**config.mk**
```make
export PLATFORM = sky130hd
export DESIGN_NAME = key_frame_crc32c_formatter
export DESIGN_NICKNAME = d
export VERILOG_FILES = /design/src/rtl/core/kfc_pkg.sv /design/src/rtl/core/key_frame_crc32c_formatter.sv /design/src/rtl/core/kfc_byte_cell.sv /design/src/rtl/core/kfc_crc_unit.sv
export SDC_FILE = /design/constraint.sdc
export NUM_CORES = 1
export LEC_CHECK = 0
export BUFFER_PORTS_ARGS = -buffer_cell sky130_fd_sc_hd__buf_2
export CAP_MARGIN = 20
export CORE_ASPECT_RATIO = 2
export CORE_UTILIZATION = 30
export CTS_BUF_LIST = sky130_fd_sc_hd__clkbuf_8
export DETAILED_ROUTE_END_ITERATION = 7
export GPL_ROUTABILITY_DRIVEN = 0
export SETUP_SLACK_MARGIN = 0.4
export SLEW_MARGIN = 0
export SYNTH_ARGS = -nofsm -noshare
export SYNTH_HDL_FRONTEND = slang
export SYNTH_SLANG_ARGS = --single-unit
```
**constraint.sdc**
```tcl
create_clock -name clock -period 19 [get_ports clock]
set_input_delay 3.8 -clock clock [delete_from_list [all_inputs] [get_ports clock]]
set_output_delay 3.8 -clock clock [all_outputs]
set_load 0.02 [all_outputs]
```
**src/rtl/core/kfc_pkg.sv**
```systemverilog
package kfc_pkg;

   localparam int BodyLen = 43;

   localparam logic [5:0] CrcStartIdx = 6'd2;
   localparam logic [5:0] CrcLastIdx  = 6'd42;
   localparam logic [5:0] TrailerIdx  = 6'd43;
   localparam logic [5:0] LastIdx     = 6'd46;

   localparam logic [7:0] SyncFirst  = 8'h5A;
   localparam logic [7:0] SyncSecond = 8'hA5;
   localparam logic [7:0] StatusOk   = 8'h01;

   localparam logic [31:0] CrcPoly = 32'h82F63B78;
   localparam logic [31:0] CrcInit = 32'hFFFFFFFF;

   typedef logic [7:0] byte_type;

   typedef struct packed {
      logic init;
      logic absorb;
      logic finish;
      logic emit;
   } crc_ctl_type;

   // reflected CRC-32C, one byte, LSB first
   function automatic logic [31:0] crc32c_byte(logic [31:0] crc_value, byte_type data);
      logic [31:0] c;
      c = crc_value ^ {24'd0, data};
      for (int b = 0; b < 8; b++) begin
         c = c[0] ? ((c >> 1) ^ CrcPoly) : (c >> 1);
      end
      return c;
   endfunction

endpackage

```
**src/rtl/core/key_frame_crc32c_formatter.sv**
```systemverilog
// channel   direction  handshake             payload
// req_      in         req_valid/req_stall   key_ident, key_word_a..d
// rsp_      out        rsp_valid/rsp_stall   frame_byte, last_byte
//
// One record becomes 47 bytes, one per cycle while rsp_stall stays low, sent
// from the single-byte output of the shift chain.
// A record is taken in the same cycle the previous frame's last byte leaves.
// The CRC is folded in as bytes 2 to 42 leave the head of a 43-cell byte chain.
// Reset (synchronous) empties the block; rsp_stall holds the current byte.
module key_frame_crc32c_formatter (
   input  logic        clock,
   input  logic        reset,
   input  logic        req_valid,
   output logic        req_stall,
   input  logic [63:0] req_key_ident,
   input  logic [63:0] req_key_word_a,
   input  logic [63:0] req_key_word_b,
   input  logic [63:0] req_key_word_c,
   input  logic [63:0] req_key_word_d,
   output logic        rsp_valid,
   input  logic        rsp_stall,
   output logic [7:0]  rsp_frame_byte,
   output logic        rsp_last_byte
);

   logic                 busy_ff;
   logic                 busy_in;
   logic [5:0]           idx_ff;
   logic [5:0]           idx_in;
   logic                 req_accept;
   logic                 advance;
   logic                 at_last;
   kfc_pkg::byte_type    load_bytes [kfc_pkg::BodyLen];
   kfc_pkg::byte_type    cell_q     [kfc_pkg::BodyLen];
   kfc_pkg::byte_type    crc_byte;
   kfc_pkg::crc_ctl_type crc_ctl;

   assign advance    = busy_ff && !rsp_stall;
   assign at_last    = (idx_ff == kfc_pkg::LastIdx);
   assign req_stall  = busy_ff && !(advance && at_last);
   assign req_accept = req_valid && !req_stall;

   always_comb begin
      load_bytes[0]  = kfc_pkg::SyncFirst;
      load_bytes[1]  = kfc_pkg::SyncSecond;
      for (int k = 0; k < 8; k++) begin
         load_bytes[2 + k]  = req_key_ident[63 - 8 * k -: 8];
         load_bytes[10 + k] = req_key_word_a[63 - 8 * k -: 8];
         load_bytes[18 + k] = req_key_word_b[63 - 8 * k -: 8];
         load_bytes[26 + k] = req_key_word_c[63 - 8 * k -: 8];
         load_bytes[34 + k] = req_key_word_d[63 - 8 * k -: 8];
      end
      load_bytes[kfc_pkg::BodyLen - 1] = kfc_pkg::StatusOk;
   end

   for (genvar i = 0; i < kfc_pkg::BodyLen; i++) begin : g_cell
      kfc_pkg::byte_type next_byte;
      if (i == kfc_pkg::BodyLen - 1) begin : g_tail
         assign next_byte = 8'h00;
      end else begin : g_link
         assign next_byte = cell_q[i + 1];
      end
      kfc_byte_cell u_cell (
         .clock     (clock),
         .load      (req_accept),
         .shift     (advance),
         .load_byte (load_bytes[i]),
         .next_byte (next_byte),
         .byte_out  (cell_q[i])
      );
   end

   always_comb begin
      crc_ctl.init   = req_accept;
      crc_ctl.absorb = advance && (idx_ff >= kfc_pkg::CrcStartIdx)
                       && (idx_ff < kfc_pkg::CrcLastIdx);
      crc_ctl.finish = advance && (idx_ff == kfc_pkg::CrcLastIdx);
      crc_ctl.emit   = advance && (idx_ff >= kfc_pkg::TrailerIdx);
   end

   kfc_crc_unit u_crc (
      .clock     (clock),
      .ctl       (crc_ctl),
      .data_byte (cell_q[0]),
      .crc_byte  (crc_byte)
   );

   always_comb begin
      busy_in = busy_ff;
      idx_in  = idx_ff;
      priority if (req_accept) begin
         busy_in = 1'b1;
         idx_in  = '0;
      end else if (advance) begin
         if (at_last) begin
            busy_in = 1'b0;
         end else begin
            idx_in = idx_ff + 6'd1;
         end
      end
   end

   always_ff @(posedge clock) begin
      if (reset) begin
         busy_ff <= 1'b0;
         idx_ff  <= '0;
      end else begin
         busy_ff <= busy_in;
         idx_ff  <= idx_in;
      end
   end

   assign rsp_valid      = busy_ff;
   assign rsp_frame_byte = (idx_ff < kfc_pkg::TrailerIdx) ? cell_q[0] : crc_byte;
   assign rsp_last_byte  = busy_ff && at_last;

   a_idx_range : assert property (@(posedge clock) disable iff (reset)
      busy_ff |-> (idx_ff <= kfc_pkg::LastIdx))
      else $error("frame index out of range");

   a_frame_start : assert property (@(posedge clock) disable iff (reset)
      req_accept |=> (rsp_valid && rsp_frame_byte == kfc_pkg::SyncFirst && !rsp_last_byte))
      else $error("frame does not open with sync byte");

   a_drain : assert property (@(posedge clock) disable iff (reset)
      (rsp_valid && !rsp_stall && rsp_last_byte && !req_valid) |=> !rsp_valid)
      else $error("output still valid after last byte");

   a_no_overrun : assert property (@(posedge clock) disable iff (reset)
      (req_accept && busy_ff) |-> (advance && at_last))
      else $error("record taken while a frame is in flight");

endmodule

```
**src/rtl/core/kfc_byte_cell.sv**
```systemverilog
module kfc_byte_cell (
   input  logic              clock,
   input  logic              load,
   input  logic              shift,
   input  kfc_pkg::byte_type load_byte,
   input  kfc_pkg::byte_type next_byte,
   output kfc_pkg::byte_type byte_out
);

   kfc_pkg::byte_type byte_ff;
   kfc_pkg::byte_type byte_in;

   always_comb begin
      priority if (load) begin
         byte_in = load_byte;
      end else if (shift) begin
         byte_in = next_byte;
      end else begin
         byte_in = byte_ff;
      end
   end

   always_ff @(posedge clock) begin
      byte_ff <= byte_in;
   end

   assign byte_out = byte_ff;

endmodule

```
**src/rtl/core/kfc_crc_unit.sv**
```systemverilog
module kfc_crc_unit (
   input  logic                 clock,
   input  kfc_pkg::crc_ctl_type ctl,
   input  kfc_pkg::byte_type    data_byte,
   output kfc_pkg::byte_type    crc_byte
);

   logic [31:0] crc_ff;
   logic [31:0] crc_in;

   always_comb begin
      priority if (ctl.init) begin
         crc_in = kfc_pkg::CrcInit;
      end else if (ctl.finish) begin
         crc_in = ~kfc_pkg::crc32c_byte(crc_ff, data_byte);
      end else if (ctl.absorb) begin
         crc_in = kfc_pkg::crc32c_byte(crc_ff, data_byte);
      end else if (ctl.emit) begin
         crc_in = {crc_ff[23:0], 8'h00};
      end else begin
         crc_in = crc_ff;
      end
   end

   always_ff @(posedge clock) begin
      crc_ff <= crc_in;
   end

   // most significant byte goes out first
   assign crc_byte = crc_ff[31:24];

endmodule

```
* Word level (Yosys, flattened, before mapping)
Cells that the tools add are included.
** Word-level totals
- Output and inout bits :: 11
- Word-level logic and storage cells :: 177
- Register bits after elaboration :: 376
- Bits of input ports :: 324
** Cells by class
- Bitwise operators :: 11
- Multiplexer cells :: 95
- Order comparisons :: 4
- Add/sub/neg operators :: 1
- Reductions and logical operators :: 18
- Equality and inequality tests :: 2
** Operators by type and width (count)
- $mux 8 :: 81
- $mux 32 :: 11
- $not 16->17 :: 8
- $not 32->32 :: 1
- $xor 32x8->32 :: 1
- $eq 6x6->1 const B :: 2
- $lt 6x6->1 const B :: 2
- $logic_and 1x1->1 :: 9
- $add 6x1->6 const B :: 1
- $ge 6x2->1 const B :: 1
- $ge 6x6->1 const B :: 1
- $reduce_and 2->1 :: 2
- $reduce_bool 2->1 :: 2
- $logic_not 1->1 :: 3
- $mux 1 :: 3
- $reduce_bool 3->1 :: 1
- $reduce_or 2->1 :: 1
- $not 1->1 :: 1

* Longest topological paths before layout
Gate-level depths: netlist of the first run.
- Word-level depth :: 19
- Depth in mapped cells :: 10
- Gate-level depth less buffers :: 8

* By module
From an unflattened synthesis of the first run, not the netlist that was laid out.
** Second synthesis, totals
- Cells, all modules :: 1103
- Area, all modules :: 19532.5 sq um
** By module, submodules not included
- kfc_byte_cell :: sequential area each 240.2 sq um, area each 377.9 sq um, cells an instance 18, times used 43
- kfc_crc_unit :: sequential area each 640.6 sq um, area each 2666.3 sq um, cells an instance 260, times used 1
- key_frame_crc32c_formatter :: sequential area each 140.1 sq um, area each 618.1 sq um, cells an instance 69, times used 1

* Worst setup path before layout of the first run
No wires, ideal clock.
- Path type :: input-to-reg
- From :: input rsp_stall
- To :: register g_cell[10].u_cell.byte_ff[0] (enable)
- Setup slack :: 6748 ps
- Library setup time :: 2370 ps
- Required time :: 16630 ps
- Arrival :: 9882 ps
- Buffers on the path :: 2
- Stages on the path :: 5
- Cell sequence :: o21ai_1 > nand2_1 > clkbuf_1 > buf_1 > nand2_1
** On the way
- Cells in the longest elaborated chain, start to end :: 8
** Ends and longest elaborated chain
- start: declaration :: line key_frame_crc32c_formatter.sv:21 : input logic rsp_stall,
- $logic_not 1->1 * :: line key_frame_crc32c_formatter.sv:38 : assign advance = busy_ff && !rsp_stall;
- $logic_and 1x1->1 * :: line key_frame_crc32c_formatter.sv:38
- $logic_and 1x1->1 :: line key_frame_crc32c_formatter.sv:40 : assign req_stall = busy_ff && !(advance && at_last);
- $logic_not 1->1 :: line key_frame_crc32c_formatter.sv:40
- $logic_and 1x1->1 :: line key_frame_crc32c_formatter.sv:40
- $logic_not 1->1 :: line key_frame_crc32c_formatter.sv:41 : assign req_accept = req_valid && !req_stall;
- $logic_and 1x1->1 :: line key_frame_crc32c_formatter.sv:41
- $reduce_bool 2->1 (no line) *
- end signal: assignment :: line kfc_byte_cell.sv:24 : byte_ff <= byte_in;
- end: declaration :: line kfc_byte_cell.sv:10 : kfc_pkg::byte_type byte_ff;
Mark *: on every way between the ends. The rest lies on a longest branch, timed or not.
A chain may end at the register's enable or synchronous reset.

* Worst setup path in the final report of the first run
- From :: input rsp_stall
- To :: output req_stall
** On the way
- Cells in the longest elaborated chain, start to end :: 5
** Ends and longest elaborated chain
- $logic_not 1->1 :: line key_frame_crc32c_formatter.sv:38
- $logic_and 1x1->1 :: line key_frame_crc32c_formatter.sv:38
- $logic_and 1x1->1 :: line key_frame_crc32c_formatter.sv:40
- $logic_not 1->1 :: line key_frame_crc32c_formatter.sv:40
- $logic_and 1x1->1 :: line key_frame_crc32c_formatter.sv:40
- end: declaration :: line key_frame_crc32c_formatter.sv:14 : output logic req_stall,
No other way between the ends.

==> reports/metrics.csv, run 1 <==
stage;metric;value;unit
cts;clockBufferDepth;3;
route;ant_nets;0;
timing;rsz0062_at_grt;false;
critical_path;critical-path-max-stage-delay;510;ps
logic_synthesis;synth_flop_cell;edfxtp_1;
logic_synthesis;synth-edff-count;320;
flow_run;maxCapViolCount;0;
timing;maxSlewViolCount;0;
route;via_count;13000;
logic_synthesis;syn_nets;2074;
global_route;grt_first_pass_wirelength;72300;um
floorplan;row_count;123;
placement;dpl_cell_area;19300;um^2
logic_synthesis;async_flop_share;0;%
route;dr.pass1.iters;6;
hold_path;hold_path_class;reg2reg;
global_route;grt_max_degree;164;
timing;fin_crit_sh;44.9;%
timing;setup_viol;0;
placement;hpwl;32300;um
floorplan;ios;335;
logic_synthesis;syn_inst;1748;
timing;final_hold_viol_count;0;
critical_path;cpMaxStageDelayCell;o21ai_1;
floorplan;core-area;56200;um^2
route;drt-total-wl;47400;um
global_route;grt_pass1_vias;13600;
power;power.density;103;nW/um^2
placement;dp.cells;2750;
finish;fillers;5709;
finish;mostFrequentLayoutCells;nand2_1 (1022), buf_2 (334), edfxtp_1 (320), clkbuf_8 (63), dfxtp_1 (56);
logic_synthesis;syn_area;17000;um^2
floorplan;design.die.area;57700;um^2
finish;fin_area;20600;um^2
cts;clkSlewWorstSetupHoldPaths;70;ps
finish;final_layout_size_suffix_gt1_share;21.6;%
critical_path;worstPathRequired;15200;ps
cts;cts_root_buf;clkbuf_8;
power;ir_drop;0.0676;mV
finish;synthToLayoutAreaGrowth;21.0;%
critical_path;endpoint_kind;output pin;
global_route;grt_use_total;16.2;%
floorplan;die_w;170;um
logic_synthesis;syn_avg_cell_area;9.73;um^2
critical_path;start_kind;primary input;
timing;worst_pin_slew;1080;ps
logic_synthesis;synth_top_cell_by_area;edfxtp_1;
floorplan;start_util;30.3;%
route;dr.first_iter.drc_count;733;
timing;clock_skew;24.0;ps
global_route;gr-total-overflow;0;
cts;htreeDepth;2;
cts;holdBufCountCts;0;
outcome;outcome;finished, final reports clean;
logic_synthesis;seq_area_frac_synth;63.1;%
finish;final_common_cell;nand2_1;
finish;final_net_count;2388;
floorplan;fp.dieH;339;um
logic_synthesis;ys_warn_count;0;
finish;regArea;10700;um^2
cts;numCtsBuffers;59;
finish;multi_input_area;5870;um^2
timing;max-slew-margin-rel;28.1;%
timing;final.setup.tns;0;ps
timing;fmax;117;MHz
logic_synthesis;yosysUniqueCellTypes;42;
placement;port_buffers;334;
critical_path;cp_max_fo;10;
critical_path;ff2ff_setup_slack;14690;ps
logic_synthesis;synth_top_area_share;56.5;%
critical_path;cp_common_cell;buf_2;
critical_path;crit_chain;buf_2, o21ai_1, inv_1, buf_2;
route;post-route-drc-count;0;
cts;post_cts.repair.setup_buffers;0;
cts;numClockSinks;376;
cts;clkLatencyLatePin;640;ps
critical_path;crit_type;in2out;
logic_synthesis;ys_seq_elements;376;
timing;finalCriticalPeriod;8530;ps
route;via_per_inst;4.54;
cts;postCtsResizedCells;0;
global_route;antenna_found_initial;8;
power;leakagePower;9.34;nW
cts;tritoncts;yes;
critical_path;arrival;4730;ps
logic_synthesis;synth_area_leaders;edfxtp_1 (57%), nand2_1 (23%), dfxtp_1 (6.6%);
finish;fin_cells;2861;
route;post_drt_wl_per_cell;16.6;um
power by group:
| group | internal [mW] | switching (mW) | total, mW |
|---|---|---|---|
| combinational | 0.157 | 0.215 | 0.372 |
| clock | 0.378 | 0.344 | 0.722 |
| sequential | 1.00 | 0.0302 | 1.03 |
path summary, 6_finish.rpt:
kind / startpoint / end / cells after the start
worst max-delay path: rsp_stall / req_stall / 4
worst min-delay path: g_cell[1].u_cell.byte_out[2] / g_cell[0].u_cell.byte_out[2] / 2
worst min register to register: g_cell[1].u_cell.byte_out[2] / g_cell[0].u_cell.byte_out[2] / 2
worst max register to register: idx_ff[1] / g_cell[3].u_cell.byte_out[0] / 8
synthesized netlist by cell type, types with 6 or more instances:
master    count
a221oi_1      6
dfxtp_1      56
xor2_1       21
clkbuf_1     55
nand4_1       8
nor3_1        8
nor2_1       15
xnor2_1      46
a21oi_1      29
mux2i_1      23
edfxtp_1    320
nand3_1      16
and3_1        9
nand2_1    1024
buf_2        41
o21ai_0      16
critical path, delay by kind of cell:
| kind | cells | cell delay (ps) |
|---|---|---|
| AOI/OAI and AO/OA | 1 | 510 |
| buffers and inverters | 3 | 420 |
registers in the layout (all words and copies together), names as in the netlist:
signal                  cells
idx_ff                      6
g_cell.u_cell.byte_out    337
u_crc.crc_ff               32
rsp_valid                   1
stage by stage:
stage | power, mW | util, % | hold WS, ps | worst slack, ps
after detailed placement | 1.42 | 34.4 | 437 | 10490
after CTS | 2.16 | 36.6 | 454 | 10490
final | 2.13 | 36.6 | 455 | 10470
after floorplan | 1.32 | - | 423 | 6750
after global routing | 2.23 | 36.6 | 485 | 10400
after global placement | 1.41 | 34.4 | 431 | 10480
logic make-up (layout without fill, tap and decap cells):
group / after synthesis / in the layout / share of synthesized area [%]
simple gates: 1086 / 1086 / 24.5
flops: 376 / 376 / 63.1
buf+inv: 100 / 460 / 2.51
xor+xnor: 83 / 83 / 5.52
compound gates: 78 / 78 / 2.85
mux: 23 / 23 / 1.35
fa+ha+maj: 2 / 2 / 0.147
other cells: 0 / 3 / 0
final cells by class:
| class | count | area share (%) |
|---|---|---|
| antenna | 3 | 0.0365 |
| timing repair buffer | 350 | 8.77 |
| multi-input combinational | 1272 | 28.5 |
| clock inverter | 44 | 1.69 |
| tap | 750 | 4.56 |
| inverter | 3 | 0.0547 |
| sequential | 376 | 52.2 |
| clock buffer | 63 | 4.21 |
per-layer routing:
layer / vias up / global-route usage, % / share of wire (%)
met5: - / 0 / 0.10
met4: 8 / 8.26 / 4.1
met3: 106 / 4.13 / 7.3
met2: 470 / 28.9 / 50
met1: 6032 / 17.2 / 38
li1: 6361 / - / -
Power figures use the tool's default switching activity.
==> run 2: changes to the inputs <==
Settings changed: ABC_AREA set to 1.
Clock period 19 ns to 8.4 ns, I/O delays scaled along.
==> run 2 against run 1 <==
First-iteration DRC count is 20% higher. Wire length is 9.0% higher. Setup slack worse by 6000 ps. Clock power is 120% higher. Die area is 6.0% higher. Critical endpoint is now rsp_frame_byte[6].
==> reports/metrics.csv, run 2 <==
stage;metric;value;unit;change
cts;clkLatencyLatePin;650;ps;was 640 ps
critical_path;start_kind;flop;;was primary input
global_route;grt_use_total;16.6;%;was 16.2%
placement;hpwl;35600;um;was 32300 um
timing;final_hold_viol_count;0;;unchanged
timing;worst_pin_slew;1280;ps;was 1080 ps
critical_path;cp_max_fo;17;;was 10
logic_synthesis;yosysMostFrequentCell;nand2_1;;unchanged
floorplan;design.die.area;61200;um^2;was 57700 um^2
timing;fin_crit_sh;46.5;%;
global_route;grt_max_degree;233;;was 164
logic_synthesis;synth_area_leaders;edfxtp_1 (53%), nand2_1 (25%), dfxtp_1 (6.2%);;was edfxtp_1 (57%), nand2_1 (23%), dfxtp_1 (6.6%)
timing;fmax;256;MHz;
logic_synthesis;synth-adder-area-share;0.139;%;was 0.147%
global_route;grt_first_pass_wirelength;79200;um;was 72300 um
finish;final_common_cell;nand2_1;;unchanged
finish;synthToLayoutAreaGrowth;18.1;%;was 21.0%
timing;final.setup.tns;0;ps;unchanged
route;post-route-drc-count;0;;unchanged
logic_synthesis;syn_inst;2062;;was 1748
logic_synthesis;async_flop_share;0;%;unchanged
power;leakagePower;10.2;nW;was 9.34 nW
finish;final_layout_size_suffix_gt1_share;20.1;%;was 21.6%
logic_synthesis;yosys-mux-area-fraction;0;%;was 1.35%
global_route;antenna_found_initial;11;;was 8
power;power.total;4.70;mW;was 2.13 mW
timing;max-slew-margin-rel;14.4;%;was 28.1%
floorplan;row_count;126;;was 123
route;wl_met3;3580;um;was 3460 um
floorplan;start_util;30.4;%;was 30.3%
logic_synthesis;synth-xor-area-share;1.89;%;was 5.52%
logic_synthesis;synthTopCellsByCount;nand2_1 (1205), edfxtp_1 (320), nand3_1 (83), inv_1 (74), dfxtp_1 (56);;was nand2_1 (1024), edfxtp_1 (320), dfxtp_1 (56), clkbuf_1 (55), xnor2_1 (46)
route;via_count;14700;;was 13000
critical_path;r2r_cells;10;;was 8
critical_path;regToRegStartpoint;idx_ff[0];;was idx_ff[1]
critical_path;endpoint_kind;output pin;;unchanged
critical_path;ff2ff_setup_slack;4990;ps;was 14690 ps
logic_synthesis;synth_top_cell_by_area;edfxtp_1;;unchanged
cts;htreeDepth;2;;unchanged
timing;setup_viol;0;;unchanged
logic_synthesis;syn_area;18000;um^2;was 17000 um^2
route;post_drt_wl_per_cell;16.2;um;was 16.6 um
critical_path;arrival;2230;ps;was 4730 ps
timing;maxSlewViolCount;0;;unchanged
finish;mostFrequentLayoutCells;nand2_1 (1205), buf_2 (334), edfxtp_1 (320), nand3_1 (83), inv_1 (80);;was nand2_1 (1022), buf_2 (334), edfxtp_1 (320), clkbuf_8 (63), dfxtp_1 (56)
cts;tritoncts;yes;;unchanged
timing;clock_skew;39.4;ps;was 24.0 ps
flow_run;maxCapViolCount;0;;unchanged
logic_synthesis;ys_warn_count;0;;unchanged
cts;clkSlewWorstSetupHoldPaths;70;ps;about the same
logic_synthesis;synth-edff-count;320;;unchanged
logic_synthesis;seq_area_frac_synth;59.5;%;was 63.1%
logic_synthesis;ys_seq_elements;376;;unchanged
hold_path;hold_depth;2;;unchanged
logic_synthesis;synth-compound-area-share;3.06;%;was 2.85%
logic_synthesis;syn_avg_cell_area;8.75;um^2;was 9.73 um^2
power;ir_drop;0.166;mV;was 0.0676 mV
hold_path;hold_path_class;reg2reg;;unchanged
logic_synthesis;synth_flop_cell;edfxtp_1;;unchanged
global_route;gr-total-overflow;0;;unchanged
route;ant_nets;0;;unchanged
cts;holdBufCountCts;0;;unchanged
cts;post_cts.repair.setup_buffers;0;;unchanged
timing;finalCriticalPeriod;3910;ps;
global_route;grt_pass1_vias;15000;;was 13600
finish;largest_reg_flops;337;;unchanged
critical_path;crit_type;reg2out;;was in2out
floorplan;fp.dieH;349;um;was 339 um
cts;numCtsBuffers;55;;was 59
route;dr_wl_met2;25700;um;was 23800 um
route;dr.pass1.iters;5;;was 6
floorplan;core-area;59300;um^2;was 56200 um^2
logic_synthesis;synth_top_family_by_area;simple AND/OR/NAND/NOR gates;;unchanged
route;top_layer;met5;;unchanged
hold_path;hold_path.startpoint;g_cell[1].u_cell.byte_out[2];;unchanged
logic_synthesis;syn_nets;2388;;was 2074
placement;port_buffers;334;;unchanged
route;dr.first_iter.drc_count;877;;was 733
outcome;outcome;finished, final reports clean;;unchanged
logic_synthesis;yosysUniqueCellTypes;40;;was 42
route;via_per_inst;4.63;;was 4.54
cts;clockBufferDepth;3;;unchanged
hold_path;hold_end;g_cell[1].u_cell.byte_out[2];;was g_cell[0].u_cell.byte_out[2]
power;power.density;221;nW/um^2;was 103 nW/um^2
timing;rsz0062_at_grt;false;;unchanged
route;wl_met1;19600;um;was 18100 um
finish;final_net_count;2696;;was 2388
critical_path;regToRegEndpoint;g_cell[5].u_cell.byte_out[4];;was g_cell[3].u_cell.byte_out[0]
logic_synthesis;synth-simple-area-share;30.0;%;was 24.5%
cts;cts_root_buf;clkbuf_8;;unchanged
cts;numClockSinks;376;;unchanged
logic_synthesis;synth_top_area_share;53.3;%;was 56.5%
floorplan;ios;335;;unchanged
route;drt-total-wl;51700;um;was 47400 um
floorplan;die_w;175;um;was 170 um
cts;postCtsResizedCells;0;;unchanged
critical_path;worstPathRequired;6720;ps;was 15200 ps
==> run 2: cell types whose count changed in the layout (fill, tap and decap cells not counted), sizes merged, moves of 8 or more <==
cell and change:
clkinv +8, inv +88, mux2i -23, xnor3 -9
nor2 +14, xnor2 -48, nand2 +204, o21ai +30
nand3 +70, xor2 +14, and3 -9
==> run 2: report_power, final <==
part           leakage [nW]  total [mW]  switching (mW)  internal (mW)
sequential             3.60        2.32          0.0599           2.26
combinational          5.98       0.814           0.562          0.252
clock                 0.615        1.57           0.780          0.786
total                  10.2        4.70            1.40           3.30
==> run 2: layer usage <==
layer	vias up	global-route usage, %
met5	-	0
met4	18	9.35
met3	159	3.91
met2	597	29.2
met1	6745	18.2
li1	7229	-
==> run 2: area by class of cell <==
type | instances | area (um^2)
antenna | 2 | 5.00
clock inverter | 45 | 329
tap | 768 | 961
sequential | 376 | 10700
fill | 6232 | 38000
timing repair buffer | 343 | 1760
clock buffer | 59 | 812
inverter | 94 | 368
multi-input combinational | 1500 | 6330
==> run 2: stage by stage <==
step	hold slack [ps]	area (um^2)	utilization, %	instances	worst slack (ps)
6_report	454	21300	35.9	3187	4490
5_1_grt	472	21300	35.9	3187	4300
4_1_cts	456	21300	35.9	3185	4390
3_5_place_dp	439	20200	34.0	3081	4050
3_3_place_gp	441	20200	34.0	3081	4090
2_1_floorplan	422	18000	-	2062	2220
==> run 2: how the worst max path moves through the flow <==
stage	startpoint	endpoint	slack, ps	depth (start not counted)
CTS	idx_ff[2]	rsp_frame_byte[6]	4390	6
floorplan	rsp_stall	g_cell[10].u_cell.byte_out[0]	2220	5
detailed placement	rsp_stall	g_cell[26].u_cell.byte_out[2]	4050	7
global route	idx_ff[3]	rsp_frame_byte[6]	4300	7
global placement	rsp_stall	g_cell[26].u_cell.byte_out[2]	4090	7
finish	idx_ff[0]	rsp_frame_byte[6]	4490	6
==> run 2: kinds of logic after synthesis <==
logic type,count (synthesis)
AND/OR/NAND/NOR,1361
flip-flops,376
buffers and inverters,186
AO/OA/AOI/OAI,98
XOR/XNOR,39
adder cells (fa/ha/maj),2
==> run 2: critical path: stages (launching register included) <==
cell	delay, ps
dfxtp_1	460
ha_1	220
nand3_1	100
nand2_2	290
nand2_1	130
o21ai_0	160
buf_2	240
==> run 3: changes to the inputs <==
Clock period 8.4 ns to 3.5 ns, I/O delays scaled along.
==> run 3 against run 2 <==
Core utilization increased by 0.55 points. Count of clock-buffer cells in the layout increased by 4. First-iteration DRC count increased by 13%. Setup slack got worse by 3800 ps. Die area unchanged. Power increased by 140%. Final cell count increased by 0.60%. Critical path depth unchanged.
==> reports/metrics.csv, run 3 (same netlist as run 2, synthesis figures left out) <==
stage;metric;value;unit;change
global_route;grt_first_pass_wirelength;80800;um;was 79200 um
finish;multi_input_area;6330;um^2;about the same
global_route;grt_max_degree;215;;was 233
power;power_switching;3.29;mW;was 1.40 mW
timing;clock_skew;34.4;ps;was 39.4 ps
finish;largest_reg_flops;337;;unchanged
finish;fin_util;36.5;%;was 35.9%
cts;clockBufferDepth;3;;unchanged
timing;maxSlewViolCount;0;;unchanged
route;post-route-drc-count;0;;unchanged
power;clkPwrFrac;34.6;%;was 33.3%
critical_path;path_delay_family;compound AO/OA/AOI/OAI gates;;was simple AND/OR/NAND/NOR gates
cts;numClockSinks;376;;unchanged
critical_path;start_kind;flop;;unchanged
critical_path;worstPathRequired;2800;ps;was 6720 ps
finish;final_common_cell;nand2_1;;unchanged
placement;dpl_cell_area;20400;um^2;was 20200 um^2
critical_path;cp_max_fo;17;;unchanged
route;post_drt_wl_per_cell;16.4;um;was 16.2 um
global_route;grtUsageMet3;4.00;%;was 3.91%
critical_path;r2r_cells;9;;was 10
finish;final_net_count;2714;;was 2696
cts;numCtsBuffers;58;;was 55
floorplan;ios;335;;unchanged
floorplan;row_count;126;;unchanged
cts;htreeDepth;2;;unchanged
timing;fmax;351;MHz;
route;dr.pass1.iters;5;;unchanged
critical_path;crit_buf_inv;2;;was 1
finish;final_layout_size_suffix_gt1_share;20.4;%;was 20.1%
timing;final.setup.tns;0;ps;unchanged
global_route;grt_use_total;17.0;%;was 16.6%
finish;fillers;6189;;was 6232
power;leakagePower;10.4;nW;was 10.2 nW
outcome;outcome;finished, final reports clean;;unchanged
timing;max-slew-margin-rel;31.8;%;was 14.4%
finish;fin_area;21600;um^2;was 21300 um^2
critical_path;crit_type;reg2out;;unchanged
cts;clkSlewWorstSetupHoldPaths;60;ps;was 70 ps
finish;synthToLayoutAreaGrowth;19.9;%;was 18.1%
placement;port_buffers;334;;unchanged
floorplan;die_w;175;um;unchanged
route;ant_nets;0;;unchanged
cts;clkLatencyLatePin;640;ps;was 650 ps
timing;finalCriticalPeriod;2850;ps;
power;p_comb_share;17.1;%;was 17.3%
global_route;grt_pass1_vias;15100;;was 15000
critical_path;arrival;2150;ps;was 2230 ps
global_route;gr-total-overflow;0;;unchanged
cts;tritoncts;yes;;unchanged
hold_path;hold_path_class;in2reg;;was reg2reg
timing;setup_viol;0;;unchanged
power;swShare;28.6;%;was 29.8%
critical_path;cpMaxStageDelayCell;dfxtp_1;;unchanged
cts;post_cts.repair.setup_buffers;0;;unchanged
power;power_frac_seq;48.3;%;was 49.4%
floorplan;start_util;30.4;%;unchanged
global_route;grt-busiest-layer;met2;;unchanged
power;power.density;532;nW/um^2;was 221 nW/um^2
finish;regArea;10700;um^2;unchanged
global_route;met2_usage;29.7;%;was 29.2%
timing;fin_crit_sh;81.4;%;
critical_path;crit_chain;nand2_1, clkinv_1, o21ai_2, nand2_4, o21ai_1, buf_2;;was ha_1, nand3_1, nand2_2, nand2_1, o21ai_0, buf_2
critical_path;critical-path-max-stage-delay;370;ps;was 460 ps
route;drt-total-wl;52700;um;was 51700 um
timing;rsz0062_at_grt;false;;unchanged
power;ir_drop;0.319;mV;was 0.166 mV
floorplan;design.die.area;61200;um^2;unchanged
global_route;antenna_found_initial;12;;was 11
timing;worst_pin_slew;1020;ps;was 1280 ps
hold_path;hold_depth;2;;unchanged
route;via_per_inst;4.62;;was 4.63
power;power.internal;8.22;mW;was 3.30 mW
route;dr.first_iter.drc_count;990;;was 877
placement;hpwl;37000;um;was 35600 um
finish;mostFrequentLayoutCells;nand2_1 (1205), buf_2 (334), edfxtp_1 (320), inv_1 (86), nand3_1 (83);;was nand2_1 (1205), buf_2 (334), edfxtp_1 (320), nand3_1 (83), inv_1 (80)
floorplan;fp.dieH;349;um;unchanged
timing;hold_ws;276;ps;was 454 ps
floorplan;core-area;59300;um^2;unchanged
critical_path;crit_cells;6;;unchanged
timing;final_hold_viol_count;0;;unchanged
route;via_count;14800;;was 14700
flow_run;maxCapViolCount;0;;unchanged
cts;cts_root_buf;clkbuf_8;;unchanged
critical_path;endpoint_kind;output pin;;unchanged
global_route;global_route.usage.met1;18.8;%;was 18.2%
[run 3: changes by cell type in the layout (fill, tap and decap cells not counted), moves of 3 or more]
cell       before  now
o21ai_0        24   21
buf_12          2   11
buf_4           7   13
inv_8           4    1
bufinv_16       4    7
clkbuf_8       59   63
clkinv_2       14   10
diode_2         2    5
inv_1          80   86
o21ai_1        21   24
[run 3: power groups by stage]
stage | logic, mW | registers, mW | clock network, mW
3_3_place_gp | 1.93 | 5.65 | 0
5_1_grt | 2.22 | 5.60 | 4.26
6_report | 1.97 | 5.56 | 3.98
2_1_floorplan | 1.35 | 5.61 | 0
3_5_place_dp | 1.97 | 5.65 | 0
4_1_cts | 1.98 | 5.57 | 4.12
[run 3: cell type report]
cell class,count,area share [%]
inverters,94,1.72
repair buffers,358,9.20
well taps,768,4.44
diodes,5,0.0579
flip-flops and latches,376,49.6
clock inverters,42,1.65
clock buffers,63,4.01
multi-input cells,1500,29.3
[run 3: what timing repair did]
action	4_1_cts	5_1_grt
hold buffers	0	0
resized for setup	2	2
setup endpoints to repair	2	3
hold endpoints to repair	0	0
pin swaps	0	0
cloned	0	0
[run 3: final timing paths]
kind | end | slack [ps] | from
worst max-delay path | rsp_frame_byte[3] | 650 | idx_ff[3]
worst min-delay path | rsp_valid | 280 | reset
worst max register to register | g_cell[14].u_cell.byte_out[0] | 790 | idx_ff[0]
worst min register to register | g_cell[0].u_cell.byte_out[4] | 460 | g_cell[1].u_cell.byte_out[4]
[run 3: metal layers]
layer | routed length, um | vias up
met5 | 102 | -
met4 | 2720 | 16
met3 | 3630 | 159
met2 | 26200 | 563
met1 | 20100 | 6787
li1 | - | 7280
[run 3: metrics by stage]
step                worst slack, ps  instances  power, mW
floorplan                       496       2062       6.95
global placement                804       3096       7.58
detailed placement              788       3096       7.62
CTS                             416       3201       11.7
global route                    497       3204       12.1
finish                          651       3206       11.5
